File: src/rtl/core/pfdd_pkg.sv
// ----------------------------------------------------------------------------
// PID controller package
// Widths, register indexes, microcode step names and the control store of
// the sequencer that runs one controller update.
// ----------------------------------------------------------------------------
package pfdd_pkg;

    localparam int DATA_WIDTH = 16;
    localparam int ERR_W      = DATA_WIDTH + 1;
    localparam int DIFF_W     = DATA_WIDTH + 2;
    localparam int GAIN_W     = 16;
    localparam int LIM_W      = 15;
    localparam int FRAC_BITS  = 8;
    localparam int MUL_A_W    = GAIN_W + 2;
    localparam int MUL_B_W    = 36;
    localparam int PROD_W     = MUL_A_W + MUL_B_W;
    localparam int INTEG_W    = LIM_W + FRAC_BITS + 2;
    localparam int ISUM_W     = 35;
    localparam int ACC_W      = 36;
    localparam int FILT_W     = 32;
    localparam int RES_W      = ACC_W - FRAC_BITS;
    localparam int CFG_ADDR_W = 3;
    localparam int CFG_DATA_W = 16;
    localparam int STEP_W     = 4;

    typedef logic [CFG_ADDR_W-1:0] t_cfg_addr;

    localparam t_cfg_addr CFG_GAIN_P     = 3'd0;
    localparam t_cfg_addr CFG_GAIN_I     = 3'd1;
    localparam t_cfg_addr CFG_GAIN_D     = 3'd2;
    localparam t_cfg_addr CFG_OUT_LIMIT  = 3'd3;
    localparam t_cfg_addr CFG_INT_LIMIT  = 3'd4;
    localparam t_cfg_addr CFG_DEADBAND   = 3'd5;
    localparam t_cfg_addr CFG_FILTER     = 3'd6;

    typedef logic [STEP_W-1:0] t_step;

    localparam t_step STEP_WAIT     = 4'd0;
    localparam t_step STEP_MUL_P    = 4'd1;
    localparam t_step STEP_MUL_I    = 4'd2;
    localparam t_step STEP_MUL_D    = 4'd3;
    localparam t_step STEP_MUL_NEW  = 4'd4;
    localparam t_step STEP_MUL_OLD  = 4'd5;
    localparam t_step STEP_FILTER   = 4'd6;
    localparam t_step STEP_SUM      = 4'd7;
    localparam t_step STEP_OUT      = 4'd8;

    typedef enum logic [2:0] {
        A_GP,
        A_GI,
        A_GD,
        A_COEF,
        A_COEFC
    } t_asel;

    typedef enum logic [1:0] {
        B_ERR,
        B_DIFF,
        B_PROD,
        B_FILT
    } t_bsel;

    typedef enum logic [1:0] {
        ACC_HOLD,
        ACC_LOAD_PROD,
        ACC_ADD_INTEG,
        ACC_ADD_FILT
    } t_accop;

    typedef enum logic [1:0] {
        J_NEXT,
        J_WAIT_IN,
        J_WAIT_OUT,
        J_HOME
    } t_jmp;

    typedef struct packed {
        t_asel  a_sel;
        t_bsel  b_sel;
        logic   mul_en;
        t_accop acc_op;
        logic   integ_en;
        logic   facc_en;
        logic   filt_en;
        t_jmp   jmp;
    } t_ucode;

    function automatic t_ucode ucode_rom(input t_step step);
        t_ucode w;
        w = '{a_sel: A_GP, b_sel: B_ERR, mul_en: 1'b0, acc_op: ACC_HOLD,
              integ_en: 1'b0, facc_en: 1'b0, filt_en: 1'b0, jmp: J_HOME};
        case (step)
            STEP_WAIT: begin
                w.jmp = J_WAIT_IN;
            end
            STEP_MUL_P: begin
                w.a_sel  = A_GP;
                w.b_sel  = B_ERR;
                w.mul_en = 1'b1;
                w.jmp    = J_NEXT;
            end
            STEP_MUL_I: begin
                w.a_sel  = A_GI;
                w.b_sel  = B_ERR;
                w.mul_en = 1'b1;
                w.acc_op = ACC_LOAD_PROD;
                w.jmp    = J_NEXT;
            end
            STEP_MUL_D: begin
                w.a_sel    = A_GD;
                w.b_sel    = B_DIFF;
                w.mul_en   = 1'b1;
                w.integ_en = 1'b1;
                w.jmp      = J_NEXT;
            end
            STEP_MUL_NEW: begin
                w.a_sel  = A_COEF;
                w.b_sel  = B_PROD;
                w.mul_en = 1'b1;
                w.acc_op = ACC_ADD_INTEG;
                w.jmp    = J_NEXT;
            end
            STEP_MUL_OLD: begin
                w.a_sel   = A_COEFC;
                w.b_sel   = B_FILT;
                w.mul_en  = 1'b1;
                w.facc_en = 1'b1;
                w.jmp     = J_NEXT;
            end
            STEP_FILTER: begin
                w.filt_en = 1'b1;
                w.jmp     = J_NEXT;
            end
            STEP_SUM: begin
                w.acc_op = ACC_ADD_FILT;
                w.jmp    = J_NEXT;
            end
            STEP_OUT: begin
                w.jmp = J_WAIT_OUT;
            end
            default: begin
                w.jmp = J_HOME;
            end
        endcase
        return w;
    endfunction

endpackage

File: src/rtl/core/pid_filtered_derivative_deadband_top.sv
// ----------------------------------------------------------------------------
// PID controller with filtered derivative and deadband
// Microcoded sequencer over one shared 18 x 36 multiplier computes the
// proportional, clamped integral and low-pass derivative terms per word.
// ----------------------------------------------------------------------------
// Sequencing: an update word runs the eight microcode steps MUL_P to OUT after
//          the wait step takes it; a clear word goes from the wait step to OUT.
//          A waiting result holds the sequencer in OUT, and no new word is taken
//          until it returns to the wait step.
// Reset: synchronous, active low; clears controller state, the sequencer and
//          the output valid, and loads the register reset values.
module pid_filtered_derivative_deadband_top
    import pfdd_pkg::*;
(
    input  logic                     i_clk,
    input  logic                     i_rst_n,
    input  logic                     i_cfg_we,
    input  logic [CFG_ADDR_W-1:0]    i_cfg_addr,
    input  logic [CFG_DATA_W-1:0]    i_cfg_wdata,
    input  logic                     s_axis_tvalid,
    output logic                     s_axis_tready,
    input  logic [2*DATA_WIDTH-1:0]  s_axis_tdata,   // target, measured
    input  logic                     s_axis_tuser,   // cmd
    output logic                     m_axis_tvalid,
    input  logic                     m_axis_tready,
    output logic [DATA_WIDTH-1:0]    m_axis_tdata,   // drive
    output logic                     m_axis_tuser    // saturated
);

    logic [GAIN_W-1:0]          r_gain_p, r_gain_i, r_gain_d, r_coef;
    logic [LIM_W-1:0]           r_out_lim, r_int_lim, r_deadband;

    t_step                      r_step, n_step;
    t_ucode                     uc;

    logic signed [ERR_W-1:0]    r_err, r_last, err_in;
    logic signed [DIFF_W-1:0]   r_diff;
    logic                       r_clr;
    logic signed [PROD_W-1:0]   r_prod, r_facc;
    logic signed [INTEG_W-1:0]  r_integ;
    logic signed [ACC_W-1:0]    r_acc;
    logic signed [FILT_W-1:0]   r_filt;

    logic                       r_m_tvalid;
    logic [DATA_WIDTH-1:0]      r_drive;
    logic                       r_sat;

    logic                       in_acc, out_free;
    logic [MUL_A_W-2:0]         a_u;
    logic signed [MUL_A_W-1:0]  mul_a;
    logic signed [MUL_B_W-1:0]  mul_b;
    logic signed [ISUM_W-1:0]   isum, ilim;
    logic signed [PROD_W-1:0]   fsum;
    logic signed [PROD_W-17:0]  fsh;
    logic [ERR_W-1:0]           aerr;
    logic signed [RES_W-1:0]    res, olim;
    logic [DATA_WIDTH-1:0]      n_drive;
    logic                       n_sat;

    assign uc            = ucode_rom(r_step);
    assign s_axis_tready = (r_step == STEP_WAIT);
    assign in_acc        = s_axis_tvalid && s_axis_tready;
    assign out_free      = !r_m_tvalid || m_axis_tready;
    assign m_axis_tvalid = r_m_tvalid;
    assign m_axis_tdata  = r_drive;
    assign m_axis_tuser  = r_sat;

    assign err_in = $signed({s_axis_tdata[DATA_WIDTH-1], s_axis_tdata[DATA_WIDTH-1:0]})
                  - $signed({s_axis_tdata[2*DATA_WIDTH-1],
                             s_axis_tdata[2*DATA_WIDTH-1:DATA_WIDTH]});

    always_ff @(posedge i_clk) begin
        if (!i_rst_n) begin
            r_gain_p   <= '0;
            r_gain_i   <= '0;
            r_gain_d   <= '0;
            r_out_lim  <= '1;
            r_int_lim  <= '1;
            r_deadband <= '0;
            r_coef     <= '1;
        end else if (i_cfg_we) begin
            case (i_cfg_addr)
                CFG_GAIN_P:    r_gain_p   <= i_cfg_wdata;
                CFG_GAIN_I:    r_gain_i   <= i_cfg_wdata;
                CFG_GAIN_D:    r_gain_d   <= i_cfg_wdata;
                CFG_OUT_LIMIT: r_out_lim  <= i_cfg_wdata[LIM_W-1:0];
                CFG_INT_LIMIT: r_int_lim  <= i_cfg_wdata[LIM_W-1:0];
                CFG_DEADBAND:  r_deadband <= i_cfg_wdata[LIM_W-1:0];
                CFG_FILTER:    r_coef     <= i_cfg_wdata;
                default: ;
            endcase
        end
    end

    always_comb begin
        n_step = r_step;
        case (uc.jmp)
            J_NEXT:     n_step = r_step + 1'b1;
            J_WAIT_IN: begin
                if (in_acc) begin
                    n_step = s_axis_tuser ? STEP_OUT : STEP_MUL_P;
                end
            end
            J_WAIT_OUT: begin
                if (out_free) begin
                    n_step = STEP_WAIT;
                end
            end
            J_HOME:     n_step = STEP_WAIT;
            default:    n_step = STEP_WAIT;
        endcase
    end

    always_ff @(posedge i_clk) begin
        if (!i_rst_n) begin
            r_step <= STEP_WAIT;
        end else begin
            r_step <= n_step;
        end
    end

    always_comb begin
        case (uc.a_sel)
            A_GP:    a_u = {1'b0, r_gain_p};
            A_GI:    a_u = {1'b0, r_gain_i};
            A_GD:    a_u = {1'b0, r_gain_d};
            A_COEF:  a_u = {1'b0, r_coef};
            A_COEFC: a_u = {1'b1, {GAIN_W{1'b0}}} - {1'b0, r_coef};
            default: a_u = '0;
        endcase
        mul_a = $signed({1'b0, a_u});
        case (uc.b_sel)
            B_ERR:   mul_b = MUL_B_W'(r_err);
            B_DIFF:  mul_b = MUL_B_W'(r_diff);
            B_PROD:  mul_b = r_prod[MUL_B_W-1:0];
            B_FILT:  mul_b = MUL_B_W'(r_filt);
            default: mul_b = '0;
        endcase
    end

    always_comb begin
        isum = ISUM_W'(r_integ) + r_prod[ISUM_W-1:0];
        ilim = $signed({{(ISUM_W-LIM_W-FRAC_BITS){1'b0}}, r_int_lim, {FRAC_BITS{1'b0}}});
        fsum = r_facc + r_prod;
        fsh  = fsum[PROD_W-1:16];
    end

    always_comb begin
        aerr    = r_err[ERR_W-1] ? ERR_W'(-r_err) : ERR_W'(r_err);
        olim    = $signed({{(RES_W-LIM_W){1'b0}}, r_out_lim});
        res     = (aerr < {{(ERR_W-LIM_W){1'b0}}, r_deadband}) ? '0 : r_acc[ACC_W-1:FRAC_BITS];
        n_sat   = 1'b0;
        n_drive = res[DATA_WIDTH-1:0];
        if (res > olim) begin
            n_drive = olim[DATA_WIDTH-1:0];
            n_sat   = 1'b1;
        end else if (res < -olim) begin
            n_drive = DATA_WIDTH'(-olim);
            n_sat   = 1'b1;
        end
        if (r_clr) begin
            n_drive = '0;
            n_sat   = 1'b0;
        end
    end

    always_ff @(posedge i_clk) begin
        if (!i_rst_n) begin
            r_last  <= '0;
            r_integ <= '0;
            r_filt  <= '0;
        end else begin
            if (in_acc && s_axis_tuser) begin
                r_last  <= '0;
                r_integ <= '0;
                r_filt  <= '0;
            end
            if (uc.integ_en) begin
                if (isum > ilim) begin
                    r_integ <= ilim[INTEG_W-1:0];
                end else if (isum < -ilim) begin
                    r_integ <= INTEG_W'(-ilim);
                end else begin
                    r_integ <= isum[INTEG_W-1:0];
                end
            end
            if (uc.filt_en) begin
                r_last <= r_err;
                if (fsh > $signed(38'sh007FFFFFFF)) begin
                    r_filt <= 32'sh7FFFFFFF;
                end else if (fsh < $signed(38'sh3F80000000)) begin
                    r_filt <= 32'sh80000000;
                end else begin
                    r_filt <= fsh[FILT_W-1:0];
                end
            end
        end
    end

    always_ff @(posedge i_clk) begin
        if (in_acc) begin
            r_err  <= err_in;
            r_diff <= DIFF_W'(err_in) - DIFF_W'(r_last);
            r_clr  <= s_axis_tuser;
        end
        if (uc.mul_en) begin
            r_prod <= mul_a * mul_b;
        end
        if (uc.facc_en) begin
            r_facc <= r_prod;
        end
        case (uc.acc_op)
            ACC_LOAD_PROD: r_acc <= r_prod[ACC_W-1:0];
            ACC_ADD_INTEG: r_acc <= r_acc + ACC_W'(r_integ);
            ACC_ADD_FILT:  r_acc <= r_acc + ACC_W'(r_filt);
            default: ;
        endcase
    end

    always_ff @(posedge i_clk) begin
        if (!i_rst_n) begin
            r_m_tvalid <= 1'b0;
        end else if (r_step == STEP_OUT && out_free) begin
            r_m_tvalid <= 1'b1;
        end else if (m_axis_tready) begin
            r_m_tvalid <= 1'b0;
        end
    end

    always_ff @(posedge i_clk) begin
        if (r_step == STEP_OUT && out_free) begin
            r_drive <= n_drive;
            r_sat   <= n_sat;
        end
    end

endmodule

File: config.mk
export PLATFORM = sky130hd
export DESIGN_NAME = pid_filtered_derivative_deadband_top
export DESIGN_NICKNAME = d
export VERILOG_FILES = /design/src/rtl/core/pfdd_pkg.sv /design/src/rtl/core/pid_filtered_derivative_deadband_top.sv
export SDC_FILE = /design/constraint.sdc
export NUM_CORES = 2
export LEC_CHECK = 0
export BUFFER_PORTS_ARGS = -buffer_cell sky130_fd_sc_hd__buf_2
export CORE_MARGIN = 3
export CORE_UTILIZATION = 29
export DETAILED_ROUTE_END_ITERATION = 10
export GPL_TIMING_DRIVEN = 0
export SLEW_MARGIN = 25
export SYNTH_ARGS = -nofsm -noshare
export SYNTH_HDL_FRONTEND = slang
export SYNTH_SLANG_ARGS = --single-unit
File: constraint.sdc
create_clock -name i_clk -period 25.7 [get_ports i_clk]
set_clock_uncertainty 0.15 [all_clocks]
set_input_delay 2.57 -clock i_clk [delete_from_list [all_inputs] [get_ports i_clk]]
set_output_delay 2.57 -clock i_clk [all_outputs]
set_load 0.01 [all_outputs]
==> After elaboration in Yosys (flattened, before gate mapping) <==
Cells that the tools add are included.
{ "word_totals": {"ff_bits": 385} }
{ "op_classes": {"addsub": 11, "multipliers": 1, "order_cmp": 7, "n_eq_ne": 29, "mux": 31, "n_reduce_logical": 24} }
{ "ops": {"columns": ["operator", "n"], "rows": [
  ["36-bit case mux with 4 select lines", 1],
  ["32-bit 2-to-1 mux", 4],
  ["36-bit case mux with 3 select lines", 1],
  ["25-bit 2-to-1 mux", 4],
  ["17-bit case mux with 5 select lines", 1],
  ["54-bit adder", 1],
  ["18-bit by 36-bit multiplier with 54-bit output", 1],
  ["17-bit 2-to-1 mux", 3],
  ["38-bit by 32-bit greater-than comparator with 1-bit output, second input constant", 1],
  ["38-bit by 32-bit less-than comparator with 1-bit output, second input constant", 1],
  ["36-bit by 25-bit adder with 36-bit output", 1],
  ["36-bit by 32-bit adder with 36-bit output", 1],
  ["35-bit adder", 1],
  ["35-bit by 24-bit greater-than comparator with 1-bit output", 1],
  ["35-bit less-than comparator", 1],
  ["23-bit negation with 35-bit output", 1],
  ["6-bit case mux with 5 select lines", 1],
  ["28-bit by 16-bit greater-than comparator with 1-bit output", 1],
  ["28-bit less-than comparator", 1],
  ["28-bit 2-to-1 mux", 1],
  ["15-bit negation with 28-bit output", 1],
  ["17-bit by 17-bit subtractor with 18-bit output", 1],
  ["17-bit by 15-bit less-than comparator with 1-bit output", 1],
  ["17-bit negation", 1],
  ["30 further kinds", 71]
]} }

==> Depth between registers and ports, before layout <==
{ "logic_depth": {"word_depth": 7, "mapped_depth": 38} }

==> Worst setup path before layout <==
Ideal clock, no wire load.
{ "synth_path": {"path_type": "reg2reg", "startpoint": "register r_step[3]", "endpoint": "register r_prod[52] (data pin)", "setup_ns": 0.264, "arrival_time_ns": 9.443, "t_required_ns": 25.286, "slack_ns": 15.843, "stages_incl_launch_ff": 32, "cell_sequence": "dfxtp_1 > clkbuf_1 > nor2b_1 > clkbuf_1 > nand2_1 > inv_2 > clkbuf_1 > buf_1 > nand2_1 > nand2_1 > clkbuf_1 > nand2_1 > fa_1 > inv_1 > fa_1 > fa_1 > fa_1 > fa_1 > fa_1 > ha_1 > a21o_1 > a21o_1 > a21o_1 > a21o_1 > a21oi_1 > o21ai_1 > a221oi_1 > o21ai_1 > a2111oi_0 > o41ai_1 > a221oi_1 > xnor2_1"} }
{ "synth_between": {"elab_chain_cells": 5, "elab_cells_between_ends": 18, "classes_between": "mul (1); eq/ne (12); mux (3); reduce/logical (2)"} }
{ "synth_rtl": {"columns": ["item", "line", "rtl"], "rows": [
  ["start, declared", "pid_filtered_derivative_deadband_top.sv:33", "t_step r_step, n_step;"],
  ["start signal, assigned", "pid_filtered_derivative_deadband_top.sv:118", "r_step <= n_step;"],
  ["4-bit by 3-bit == test with 1-bit output, or another cell as far along", "pfdd_pkg.sv:92", "case (step)"],
  ["6-bit case mux with 5 select lines (*)", "pfdd_pkg.sv:92", null],
  ["3-bit == test, or another cell as far along", "pid_filtered_derivative_deadband_top.sv:123", "case (uc.a_sel)"],
  ["17-bit case mux with 5 select lines / 36-bit case mux with 4 select lines (equally long branches)", "pid_filtered_derivative_deadband_top.sv:123, pid_filtered_derivative_deadband_top.sv:132", null],
  ["18-bit by 36-bit multiplier with 54-bit output (*)", "pid_filtered_derivative_deadband_top.sv:207", "r_prod <= mul_a * mul_b;"],
  ["end signal, assigned", "pid_filtered_derivative_deadband_top.sv:207", null],
  ["end, declared", "pid_filtered_derivative_deadband_top.sv:39", "logic signed [PROD_W-1:0] r_prod, r_facc;"]
]} }
Mark *: on every way between the ends. The rest lies on a longest branch, timed or not.
A chain may end at the register's enable or synchronous reset.

==> Worst setup path in the final report <==
{ "layout_path": {"startpoint": "register r_step[0]", "endpoint": "register r_prod[52] (data pin)"} }
Same word-level chain as after synthesis.

==> flow_summary.yaml <==
worst_setup_path:
  cp_slowest_stage_delay_ns: 0.68
  start_kind: "flip-flop"
  path_buf_inv: 6
  crit_type: "reg -> reg"
  crit_arrival_ns: 11.91
  cp_top_family: "compound AO/OA/AOI/OAI gates"
  r2r_slack_ns: 13.96
  critical_path.endpoint_type: "flip-flop"
  critPathSlowestCell: "clkbuf_1"
  r2r_end: "r_prod[52]"
  r2r_cells: 33
  cpMostUsedCell: "fa_1"
  crit_required_ns: 25.87
  path_max_fanout: 10
  reg2reg_from: "r_step[0]"
clock_tree:
  cts.sink_count: 385
  clkTransAtPathRegs_ns: 0.06
  cts.path.max_buffers: 3
  cts_tree: "built"
  post_cts.repair.setup_buffers: 0
  cts_resized: 0
  htreeDepth: 2
  clk_latency_ns: 0.63
  root_buffer: "clkbuf_16"
  cts_made_buffers: 44
  holdBufCountCts: 0
detailed_routing:
  firstDrtPassIters: 6
  wl_mm: 163
  wl_per_cell_um: 20.8
  drc: 0
  drtIter0Drc: 3676
  ant_nets: 0
  avgViaCountPerCell: 5.13
  num_vias: 40200
timing:
  min_period_over_period_pct: 45.7
  max-slew-margin-rel_pct: 25.0
  worst_pin_slew_ns: 1.12
  hold_ws_ns: 0.314
  rsz0062_at_grt: "no"
  setup_viol: 0
  final-hold-violation-count: 0
  fmax_ghz: 0.0852
  finalMaxSlewViolations: 0
  min_period_ns: 11.74
  fin_setup_tns_ns: 0
final_layout:
  final_cells: 7821
  fin_util_pct: 32.4
  nFillCells: 17000
  syn_to_final_growth_pct: 10.7
  post-route-cell-area_mm2: 0.0520
  layout-drive-gt1-share_pct: 4.39
  nNetsFinal: 6647
worst_hold_path:
  whs_path_depth: 0
  hp-start: "r_prod[47]"
  worstHoldEndpoint: "r_facc[47]"
  min_path_type: "reg -> reg"
die:
  coreArea_mm2: 0.161
  floorplan.die_area_mm2: 0.167
  fp.dieH_um: 409
  ios: 76
  rows: 147
  start_util_pct: 29.2
  die_w_um: 409
synth:
  synth_ff_type: "edfxtp_1"
  syn_area_mm2: 0.0470
  synth_top_area_share_pct: 24.9
  synth_seq_cells: 385
  syn_inst: 5486
  yosysTopAreaCell: "fa_1"
  yosys_warnings: 0
  ys_seq_area_share_pct: 20.6
  yosysUniqueCellTypes: 85
  yosys-top-cells-area: "fa_1 25%, edfxtp_1 13%, ha_1 10%, dfxtp_1 8.0%, nand2_1 7.1%"
  syn_area_per_cell_um2: 8.57
  synth.net_count: 6514
  synth_edf_count: 197
  synth-async-reset-ratio_pct: 0
placed_design:
  portBuffers: 75
  hpwlAfterDp_mm: 133
  place_area_mm2: 0.0505
  place_congestion: 0.974
  dpl.cell_count: 7733
power_and_ir_drop:
  leakage_nw: 23.4
  peakVddDrop_mv: 0.0444
  p_per_area_mw_per_mm2: 45.5
global_route:
  grt_max_degree: 43
  grt_pass1_vias: 40200
  grt_pass1_wl_mm: 247
  grt_antenna_before_repair: 8
  track_usage_pct: 19.2
  overflow: 0
job:
  max_cap_violations: 0
outcome:
  status: "complete, no violations"
## final cells by class
type                    count  area (µm²)  area share, %
clock inverters            22         251          0.483
multi-input cells        4077       33600           64.7
clock buffers              59        1280           2.46
plain buffers             221         855           1.64
diodes                      7        17.5         0.0337
flip-flops and latches    385        9680           18.6
repair buffers             87         579           1.11
inverters                 803        3010           5.79
well taps                2160        2700           5.19
## synthesized netlist by cell type (61+ instances only)
master	number
o21ai_1	88
nor2_1	471
dfxtp_1	188
edfxtp_1	197
xor2_1	61
a21o_1	125
nand3_1	69
clkbuf_1	204
ha_1	386
a21boi_0	71
inv_1	799
fa_1	585
o21ai_0	110
nand2_1	891
xnor2_1	146
nor3_1	74
a21oi_1	261
## flip-flops by register name, summed over array words and instances, names as in the netlist, 4 cells and up
register,cells
m_axis_tdata,16
r_acc,36
r_coef,16
r_deadband,15
r_diff,18
r_err,17
r_facc,54
r_filt,32
r_gain_d,16
r_gain_i,16
r_gain_p,16
r_int_lim,15
r_integ,25
r_last,17
r_out_lim,15
r_prod,54
r_step,4
## routing by layer
| metal | vias to the layer above | routed length [µm] | GRT usage (%) | part of all wire [%] |
|---|---|---|---|---|
| met5 | - | 34 | 0 | 0.021 |
| met4 | 4 | 7960 | 8.14 | 4.9 |
| met3 | 373 | 15000 | 4.27 | 9.2 |
| met2 | 1683 | 71700 | 30.2 | 44 |
| met1 | 19700 | 68200 | 25.3 | 42 |
| li1 | 18300 | - | - | - |
## through the flow
stage,power (mW),setup slack (ns)
2_1_floorplan,1.37,15.84
3_3_place_gp,1.67,12.94
3_5_place_dp,1.68,14.20
4_1_cts,2.36,14.13
5_1_grt,2.50,13.31
6_report,2.37,13.96
## report_power, final
part,leakage [nW],switching (mW),internal [mW]
clock network,0.758,0.288,0.384
logic,19.3,0.587,0.317
registers,3.35,0.0744,0.716
total,23.4,0.949,1.42
## worst reg2reg max path, delay by kind of cell, from the launching register on
family / cells / cell delay (ns)
flip-flops: 1 / 0.44
AND/OR/NAND/NOR: 5 / 1.06
adder cells (fa/ha/maj): 8 / 3.63
buffers and inverters: 6 / 2.17
XOR/XNOR: 1 / 0.12
AO/OA/AOI/OAI: 13 / 3.87
## worst max path at each step
stage,startpoint,endpoint,slack (ns),cells after the start
3_3_place_gp,r_step[3],r_prod[52],12.94,31
2_1_floorplan,r_step[3],r_prod[52],15.84,31
6_report,r_step[0],r_prod[52],13.96,33
3_5_place_dp,r_step[0],r_prod[52],14.20,33
4_1_cts,r_step[0],r_prod[52],14.13,33
5_1_grt,r_step[0],r_prod[52],13.31,33
## cell usage in the layout, fill, tap and decap left out, drive strengths merged, types with 16 or more instances in the layout
| master | instances |
|---|---|
| nor2 | 471 |
| or3 | 23 |
| a221o | 37 |
| o21bai | 21 |
| o21a | 33 |
| and2 | 61 |
| nor2b | 59 |
| xnor2 | 146 |
| nand4 | 44 |
| inv | 806 |
| o21ai | 198 |
| ha | 386 |
| o211ai | 53 |
| xor2 | 61 |
| nand2 | 891 |
| a31oi | 54 |
| buf | 104 |
| nor3 | 75 |
| a31o | 16 |
| a211oi | 40 |
| a21boi | 76 |
| a21o | 125 |
| nand3 | 69 |
| a21oi | 261 |
| fa | 585 |
| and3 | 24 |
| dfxtp | 188 |
| a22oi | 27 |
| edfxtp | 197 |
| nor4 | 16 |
| nand2b | 48 |
| clkbuf | 263 |
## kinds of logic after synthesis
group / share of synthesized area (%)
AND/OR/NAND/NOR: 17.0
AO/OA/AOI/OAI: 14.8
buffers and inverters: 8.22
adder cells (fa/ha/maj): 35.2
flip-flops: 20.6
XOR/XNOR: 3.86
multiplexers: 0.399
No activity file was read; power rests on OpenSTA's default activity.
